## src/rtl/qvr_pkg.sv

```systemverilog
`timescale 1ns / 1ps

package qvr_pkg;

    localparam int VEC_WIDTH_DEF = 24;

    // quaternion word: signed Q2.14
    localparam int QW     = 16;
    localparam int Q_FRAC = 14;

    // products of two quaternion words, and coefficients (Q.28, two guard bits)
    localparam int PROD_W = 2 * QW;
    localparam int COEF_W = PROD_W + 2;

    // coefficient * vector has 2*Q_FRAC extra fraction bits
    localparam int ROUND_SHIFT = 2 * Q_FRAC;

    localparam int CFG_IDX_W  = 2;
    localparam int CFG_DATA_W = QW;

    localparam logic signed [QW-1:0] ROT_W_RST = 16'sd16384;   // 1.0
    localparam logic signed [QW-1:0] ROT_V_RST = 16'sd0;

    typedef enum logic [CFG_IDX_W-1:0] {
        CFG_ROT_W,
        CFG_ROT_X,
        CFG_ROT_Y,
        CFG_ROT_Z
    } cfg_idx_t;

    typedef logic signed [QW-1:0]     quat_word_t;
    typedef logic signed [PROD_W-1:0] prod_word_t;
    typedef logic signed [COEF_W-1:0] coef_word_t;

    typedef struct packed {
        quat_word_t w;
        quat_word_t x;
        quat_word_t y;
        quat_word_t z;
    } quat_t;

    typedef struct packed {
        prod_word_t ww;
        prod_word_t xx;
        prod_word_t yy;
        prod_word_t zz;
        prod_word_t xy;
        prod_word_t xz;
        prod_word_t yz;
        prod_word_t wx;
        prod_word_t wy;
        prod_word_t wz;
    } quat_prod_t;

    typedef struct packed {
        coef_word_t m00;
        coef_word_t m01;
        coef_word_t m02;
        coef_word_t m10;
        coef_word_t m11;
        coef_word_t m12;
        coef_word_t m20;
        coef_word_t m21;
        coef_word_t m22;
    } coef_mat_t;

    function automatic coef_word_t ext_prod(prod_word_t p);
        return COEF_W'(p);
    endfunction

endpackage

```

## src/rtl/qvr_sat.sv

```systemverilog
`timescale 1ns / 1ps

// Output register: drop the 28 fraction bits, clip to the vector range.
module qvr_sat
    import qvr_pkg::*;
#(
    parameter int VEC_WIDTH = VEC_WIDTH_DEF
) (
    input  logic                               clk,
    input  logic                               rst_n,
    input  logic                               item_valid,
    output logic                               item_ready,
    input  logic signed [COEF_W+VEC_WIDTH+1:0] sum [3],
    output logic                               fwd_valid,
    input  logic                               fwd_ready,
    output logic signed [VEC_WIDTH-1:0]        res [3],
    output logic                               saturated
);

    localparam int SUM_W = COEF_W + VEC_WIDTH + 2;
    localparam int TOP_W = SUM_W - ROUND_SHIFT - VEC_WIDTH + 1;
    localparam logic [VEC_WIDTH-1:0] VEC_MAX = {1'b0, {(VEC_WIDTH-1){1'b1}}};
    localparam logic [VEC_WIDTH-1:0] VEC_MIN = {1'b1, {(VEC_WIDTH-1){1'b0}}};

    logic                        s5_valid_reg;
    logic signed [VEC_WIDTH-1:0] s5_res_reg  [3];
    logic signed [VEC_WIDTH-1:0] s5_res_next [3];
    logic                        s5_sat_reg;
    logic                        s5_sat_next;
    logic                        adv5;

    assign adv5       = !s5_valid_reg || fwd_ready;
    assign item_ready = adv5;

    always_comb
    begin
        logic [TOP_W-1:0] top;
        s5_sat_next = 1'b0;
        for (int i = 0; i < 3; i++)
        begin
            top = sum[i][SUM_W-1:ROUND_SHIFT+VEC_WIDTH-1];
            if (top == '0 || top == '1)
                s5_res_next[i] = sum[i][ROUND_SHIFT+VEC_WIDTH-1:ROUND_SHIFT];
            else
            begin
                s5_res_next[i] = sum[i][SUM_W-1] ? VEC_MIN : VEC_MAX;
                s5_sat_next    = 1'b1;
            end
        end
    end

    always_ff @(posedge clk or negedge rst_n)
    begin
        if (!rst_n)
            s5_valid_reg <= 1'b0;
        else if (adv5)
            s5_valid_reg <= item_valid;
    end

    always_ff @(posedge clk)
    begin
        if (adv5)
        begin
            s5_res_reg <= s5_res_next;
            s5_sat_reg <= s5_sat_next;
        end
    end

    assign fwd_valid = s5_valid_reg;
    assign res       = s5_res_reg;
    assign saturated = s5_sat_reg;

endmodule

```

## config.mk

```make
export PLATFORM = sky130hd
export DESIGN_NAME = qvr_sat
export DESIGN_NICKNAME = d
export VERILOG_FILES = /design/src/rtl/qvr_pkg.sv /design/src/rtl/qvr_sat.sv
export SDC_FILE = /design/constraint.sdc
export NUM_CORES = 1
export LEC_CHECK = 0
export BUFFER_PORTS_ARGS = -buffer_cell sky130_fd_sc_hd__buf_4
export CELL_PAD_IN_SITES_DETAIL_PLACEMENT = 1
export CELL_PAD_IN_SITES_GLOBAL_PLACEMENT = 1
export CORE_ASPECT_RATIO = 0.9
export CORE_UTILIZATION = 28
export CTS_CLUSTER_SIZE = 12
export DETAILED_ROUTE_END_ITERATION = 6
export PLACE_DENSITY = 0.85
export SKIP_CTS_REPAIR_TIMING = 1
export SKIP_LAST_GASP = 1
export SYNTH_ARGS = -nofsm -noshare
export SYNTH_HDL_FRONTEND = slang
export SYNTH_SLANG_ARGS = --single-unit
```

## constraint.sdc

```tcl
create_clock -name clk -period 3.4 [get_ports clk]
set_clock_uncertainty 0.2 [all_clocks]
set_input_delay 0.17 -clock clk [delete_from_list [all_inputs] [get_ports clk]]
set_output_delay 0.17 -clock clk [all_outputs]
set_load 0.02 [all_outputs]
```

==> flow_metrics.py, run 1 <==
metrics = {
    "drt": {
        "vias": 2663,
        "via_per_inst": 4.664,
        "drt_wl_total_microns": 10260,
        "wl_met2_microns": 5807,
        "drt_iter0_markers": 115,
        "wl_met1_microns": 3608,
        "wl_met3_microns": 661,
        "ant_nets": 0,
        "first_pass_iters": 4,
        "routedWlPerCell_microns": 17.96,
        "drc": 0,
        "top_layer": "met4",
    },
    "worst_hold_path": {
        "hp-class": "input pin to register",
    },
    "logic_synthesis": {
        "synthesis.area_sq_um": 3098,
        "ys_ff_latch": 74,
        "async_reset_ff_frac": 0.01351,
        "synth_edf_count": 73,
        "seq_area_frac_synth": 0.7157,
        "syn_inst": 188,
        "synth_top_area_share": 0.7076,
        "ys_warn_count": 0,
        "synth_ff_type": "edfxtp_1",
        "synth_top_cell_by_area": "edfxtp_1",
        "synth_most_common_cell": "edfxtp_1",
        "synth_fp_nets": 372,
        "avgSynthCellArea_sq_um": 16.48,
        "synth_area_leaders": "edfxtp_1 (71%), a21o_1 (17%), buf_6 (2.9%)",
        "ys_types": 24,
        "netlist_top_cells_count": "edfxtp_1 (73), a21o_1 (69), buf_6 (8)",
    },
    "global_routing": {
        "grt_pass1_vias": 2422,
        "grt_use_total": 0.1481,
        "globalRouteOverflowTotal": 0,
        "grt_pass1_wl_microns": 12410,
        "grt_start_max_net_pins": 76,
        "grt_antenna_before_repair": 0,
    },
    "layout": {
        "antennaDiodeCount": 0,
        "n_fill_cell": 1101,
        "drive_gt1_frac": 0.4589,
        "fin_nets": 618,
        "syn_to_final_growth_pct": 78.80,
    },
    "cts": {
        "h-tree-depth": 3,
        "cts_buffers": 9,
        "clkSinkCount": 74,
        "clk_pin_slew_worst_paths_ns": 0.05,
        "clock_path_buffers": 2,
        "tritoncts": "yes",
        "cts-root-buf": "clkbuf_16",
        "clk_latency_ns": 0.33,
    },
    "floorplanning": {
        "rows": 36,
        "chipHeight_microns": 101.8,
        "num_io_pins": 259,
        "die-area_sq_um": 11490,
        "die_w_microns": 112.9,
        "start_util": 0.2866,
        "coreArea_sq_um": 10810,
    },
    "sta": {
        "slew_violations": 0,
        "hold_slack_ns": 0.1143,
        "hold_violations": 0,
        "fin_setup_tns_ns": 0,
        "finalSetupViolCount": 0,
        "slew_headroom": 0.2792,
        "fin_crit_ns": 2.201,
        "tightest_slew_ns": 1.081,
        "rsz0062_at_grt": "no",
        "finalCritPeriodShare": 0.6474,
        "fmax_mhz": 454.3,
    },
    "setup_path": {
        "ff2ff_setup_slack_ns": 1.59,
        "cp-end-kind": "output pin",
        "critPathRequiredTime_ns": 3.03,
        "criticalPathCategory": "register to output pin",
        "crit_fanout": 75,
        "cp_data_arrival_time_ns": 1.83,
        "critPathLaunchType": "register",
    },
    "pwr": {
        "ir_worst_vdd_v": 0.0003996,
        "power_density_nw_per_um2": 460.0,
        "leakage_nw": 2.560,
    },
    "placed_design": {
        "io_buffer_count": 174,
        "dp_hpwl_microns": 5953,
        "place.gp.congestion": 0.7525,
    },
    "run": {
        "maxCapViolCount": 0,
    },
    "outcome": {
        "status": "complete, no violations",
    },
}
==> report_power, final <==
| group | internal [mW] | leakage (nW) | total (mW) | switching, mW |
|---|---|---|---|---|
| clock | 0.636 | 0.145 | 0.990 | 0.353 |
| sequential | 1.08 | 0.732 | 1.11 | 0.0217 |
| combinational | 0.238 | 1.68 | 0.453 | 0.214 |
==> registers in the layout, indices dropped and copies added, names as in the netlist <==
name,flops
res,72
fwd_valid,1
saturated,1
==> layer usage <==
layer,up-vias,global-route usage
met5,-,0
met3,16,0.06822
met1,1304,0.1538
met4,0,0.05668
li1,1224,-
met2,119,0.2640
==> layout make-up <==
cell class                      count  area (sq um)  area share
Clock buffer                       10         229.0     0.04134
Timing Repair Buffer              250          2064      0.3727
Sequential cell                    74          2217      0.4003
Tap cell                          133         166.4     0.03004
Clock inverter                      5         80.08     0.01446
Inverter                            1         3.754   0.0006777
Multi-Input combinational cell     98         778.2      0.1405
==> path summary, 6_finish.rpt <==
check | startpoint | cells after the start | to
worst max-delay path | fwd_valid$_DFFE_PN0P_ | 2 | item_ready
worst min-delay path | sum[178] | 5 | saturated$_SDFFCE_PN1P_
worst max register to register | fwd_valid$_DFFE_PN0P_ | 1 | res[16]$_DFFE_PP_
worst min register to register | fwd_valid$_DFFE_PN0P_ | 2 | fwd_valid$_DFFE_PN0P_
max in group asynchronous | rst_n | 3 | fwd_valid$_DFFE_PN0P_
min in group asynchronous | rst_n | 3 | fwd_valid$_DFFE_PN0P_
==> worst max-delay path: stages (launching register included) <==
cell and delay, ns:
dfrtp_1 0.41, nand2b_4 0.77, buf_4 0.28
==> placed cells by master (no fill, tap or decap) <==
master,synthesis,routed
a31o_2,1,1
clkbuf_1,3,1
nor4_2,3,3
a311oi_4,0,1
inv_1,1,1
o21ai_1,1,1
clkinvlp_4,0,2
buf_4,0,175
bufinv_16,0,2
clkbuf_16,0,9
dlygate4sd3_1,0,75
nand4_1,4,4
clkinv_2,0,1
nand3_1,4,4
dfrtp_1,1,1
nor2_1,2,2
nor3_1,2,2
nand2b_4,0,1
nand3_2,1,1
nand2b_1,2,1
a21oi_2,0,1
nand2_1,2,2
nor3_2,1,1
edfxtp_1,73,73
a21o_1,69,69
o31ai_4,1,1
o31ai_1,1,1
nor4_4,1,1
nor2b_4,1,1
==> logic make-up (layout without fill, tap and decap cells) <==
logic type	Yosys count	after routing	share of synthesized area
AO/OA/AOI/OAI	75	75	0.1874
buffers and inverters	16	266	0.04039
AND/OR/NAND/NOR	23	23	0.05654
flip-flops	74	74	0.7157
==> stage by stage <==
step / util / cells / cell area, sq um / worst slack (ns) / power, mW
after CTS: 0.4429 / 496 / 4788 / 1.146 / 2.507
after detailed placement: 0.4144 / 481 / 4479 / 1.377 / 1.500
final: 0.5124 / 571 / 5539 / 1.199 / 2.548
after floorplan: - / 188 / 3098 / 0.4453 / 1.287
after global placement: 0.4144 / 481 / 4479 / 1.418 / 1.486
after global routing: 0.5124 / 571 / 5539 / 1.088 / 2.643
(Power assumes the default switching activity.)
==> run 2: changes to the inputs <==
Clock period 3.4 ns to 2.09 ns, I/O delays scaled along.
==> run 2 against run 1 <==
  * Wire length shrank 0.24%
  * Die area stayed put
  * Worst hold slack got worse by 0.086 ns
  * Global-route usage fell by 0.23 points
  * Sequential share of layout area fell by 0.37 points
  * Critical path depth increased by 4
  * Setup slack got worse by 0.96 ns
  * Via count decreased by 0.23%
  * Register-to-register slack worse by 0.96 ns
  * Largest cell class unchanged
==> flow_metrics.py, run 2 (synthesis gave the netlist of run 1 again) <==
metrics = {
    "global_routing": {
        "grt_antenna_before_repair": 0,
        "grt_pass1_vias": 2466,
        "grt_use_total": 0.1458,
        "grt_pass1_wl_microns": 12330,
        "globalRouteOverflowTotal": 0,
        "grt_start_max_net_pins": 45,
    },
    "floorplanning": {
        "num_io_pins": 259,
        "coreArea_sq_um": 10810,
        "chipHeight_microns": 101.8,
        "die-area_sq_um": 11490,
        "rows": 36,
        "die_w_microns": 112.9,
        "start_util": 0.2866,
    },
    "placed_design": {
        "place.gp.congestion": 0.7306,
        "dp_hpwl_microns": 6084,
        "post-place-cells": 486,
        "io_buffer_count": 174,
        "pre_cts_slack_ns": 0.1435,
    },
    "layout": {
        "final_cell_mix": "buf_4 (179), dlygate4sd3_1 (75), edfxtp_1 (73)",
        "largest_reg_flops": 72,
        "antennaDiodeCount": 0,
        "fin_nets": 623,
        "mostFrequentLayoutCell": "buf_4",
        "drive_gt1_frac": 0.4640,
        "fin_cells": 577,
        "syn_to_final_growth_pct": 80.45,
    },
    "pwr": {
        "power.switching_mw": 0.9716,
        "finalPower_mw": 4.164,
        "pwr-share-clk": 0.390,
        "leakage_nw": 2.595,
        "p_sw_frac": 0.2333,
        "p_int_mw": 3.192,
        "p_comb_frac": 0.179,
        "power_density_nw_per_um2": 744.8,
        "ir_worst_vdd_v": 0.0005444,
        "seq_power_share": 0.430,
    },
    "drt": {
        "ant_nets": 0,
        "drt_iter0_markers": 89,
        "vias": 2657,
        "via_per_inst": 4.605,
        "first_pass_iters": 4,
        "drc": 0,
        "routedWlPerCell_microns": 17.73,
        "drt_wl_total_microns": 10230,
    },
    "outcome": {
        "status": "complete, no violations",
    },
    "setup_path": {
        "crit_fanout": 14,
        "cp-end-kind": "register",
        "cp_data_arrival_time_ns": 1.85,
        "critPathLaunchType": "input pin",
        "critPathRequiredTime_ns": 2.10,
        "criticalPathCategory": "input pin to register",
    },
    "cts": {
        "clk_pin_slew_worst_paths_ns": 0.06,
        "cts-root-buf": "clkbuf_16",
        "clkSinkCount": 74,
        "tritoncts": "yes",
        "clk_latency_ns": 0.33,
        "clock_path_buffers": 2,
        "h-tree-depth": 3,
        "cts_buffers": 9,
    },
    "sta": {
        "fin_setup_tns_ns": 0,
        "timing.final.ws_setup_ns": 0.2406,
        "slew_headroom": 0.2550,
        "slew_violations": 0,
        "tightest_slew_ns": 1.118,
        "finalCritPeriodShare": 0.8849,
        "hold_violations": 0,
        "rsz0062_at_grt": "no",
        "finalSetupViolCount": 0,
        "fmax_mhz": 540.7,
        "fin_crit_ns": 1.849,
    },
    "run": {
        "maxCapViolCount": 0,
    },
    "worst_hold_path": {
        "hp-class": "input pin to register",
    },
}
## run 2: cell count changes in the layout (fill, tap and decap cells not counted)
| cell | change |
|---|---|
| buf_12 | +1 |
| buf_4 | +4 |
| clkinv_1 | +1 |
| clkinv_2 | +1 |
| clkinvlp_4 | -1 |
## run 2: cell type report
| class | instances | area (sq um) |
|---|---|---|
| Fill cell | 1075 | 5220 |
| Sequential cell | 74 | 2217 |
| Timing Repair Buffer | 255 | 2115 |
| Multi-Input combinational cell | 98 | 778.2 |
| Clock buffer | 10 | 229.0 |
| Tap cell | 133 | 166.4 |
| Clock inverter | 6 | 81.33 |
| Inverter | 1 | 3.754 |
## run 2: per-stage QoR
| step | hold slack [ns] | utilization | cell area, sq um |
|---|---|---|---|
| floorplan | -0.3911 | - | 3100 |
| global placement | -0.3199 | 0.4190 | 4529 |
| detailed placement | -0.3184 | 0.4190 | 4529 |
| CTS | -0.6883 | 0.4477 | 4840 |
| global route | 0.06989 | 0.5171 | 5590 |
| finish | 0.02800 | 0.5171 | 5590 |
## run 2: metal layers
layer | routed length, microns | global-route usage
met5 | 0 | 0
met4 | 236 | 0.07996
met3 | 653 | 0.05745
met2 | 5664 | 0.2588
met1 | 3678 | 0.1495
## run 2: critical path, cell delays in order
cell           delay [ns]
dlygate4sd3_1        0.53
buf_4                0.15
nor4_2               0.28
a31o_2               0.38
buf_4                0.26
a21o_1               0.15
## run 2: final timing paths
path | end | depth (start not counted) | slack (ns) | start
min reg2reg | res[59]$_DFFE_PP_ | 2 | 0.67 | fwd_valid$_DFFE_PN0P_
max reg2reg | res[27]$_DFFE_PP_ | 2 | 0.63 | fwd_valid$_DFFE_PN0P_
max | res[26]$_DFFE_PP_ | 6 | 0.24 | sum[119]
max in group asynchronous | fwd_valid$_DFFE_PN0P_ | 3 | 1.15 | rst_n
min | saturated$_SDFFCE_PN1P_ | 5 | 0.03 | sum[177]
min in group asynchronous | fwd_valid$_DFFE_PN0P_ | 3 | 0.43 | rst_n
## run 2: power groups by stage
stage | clock network [mW] | logic, mW | registers (mW)
5_1_grt | 1.71 | 0.788 | 1.80
3_3_place_gp | 0 | 0.610 | 1.82
6_report | 1.62 | 0.747 | 1.79
4_1_cts | 1.67 | 0.629 | 1.79
3_5_place_dp | 0 | 0.627 | 1.82
2_1_floorplan | 0 | 0.131 | 1.96
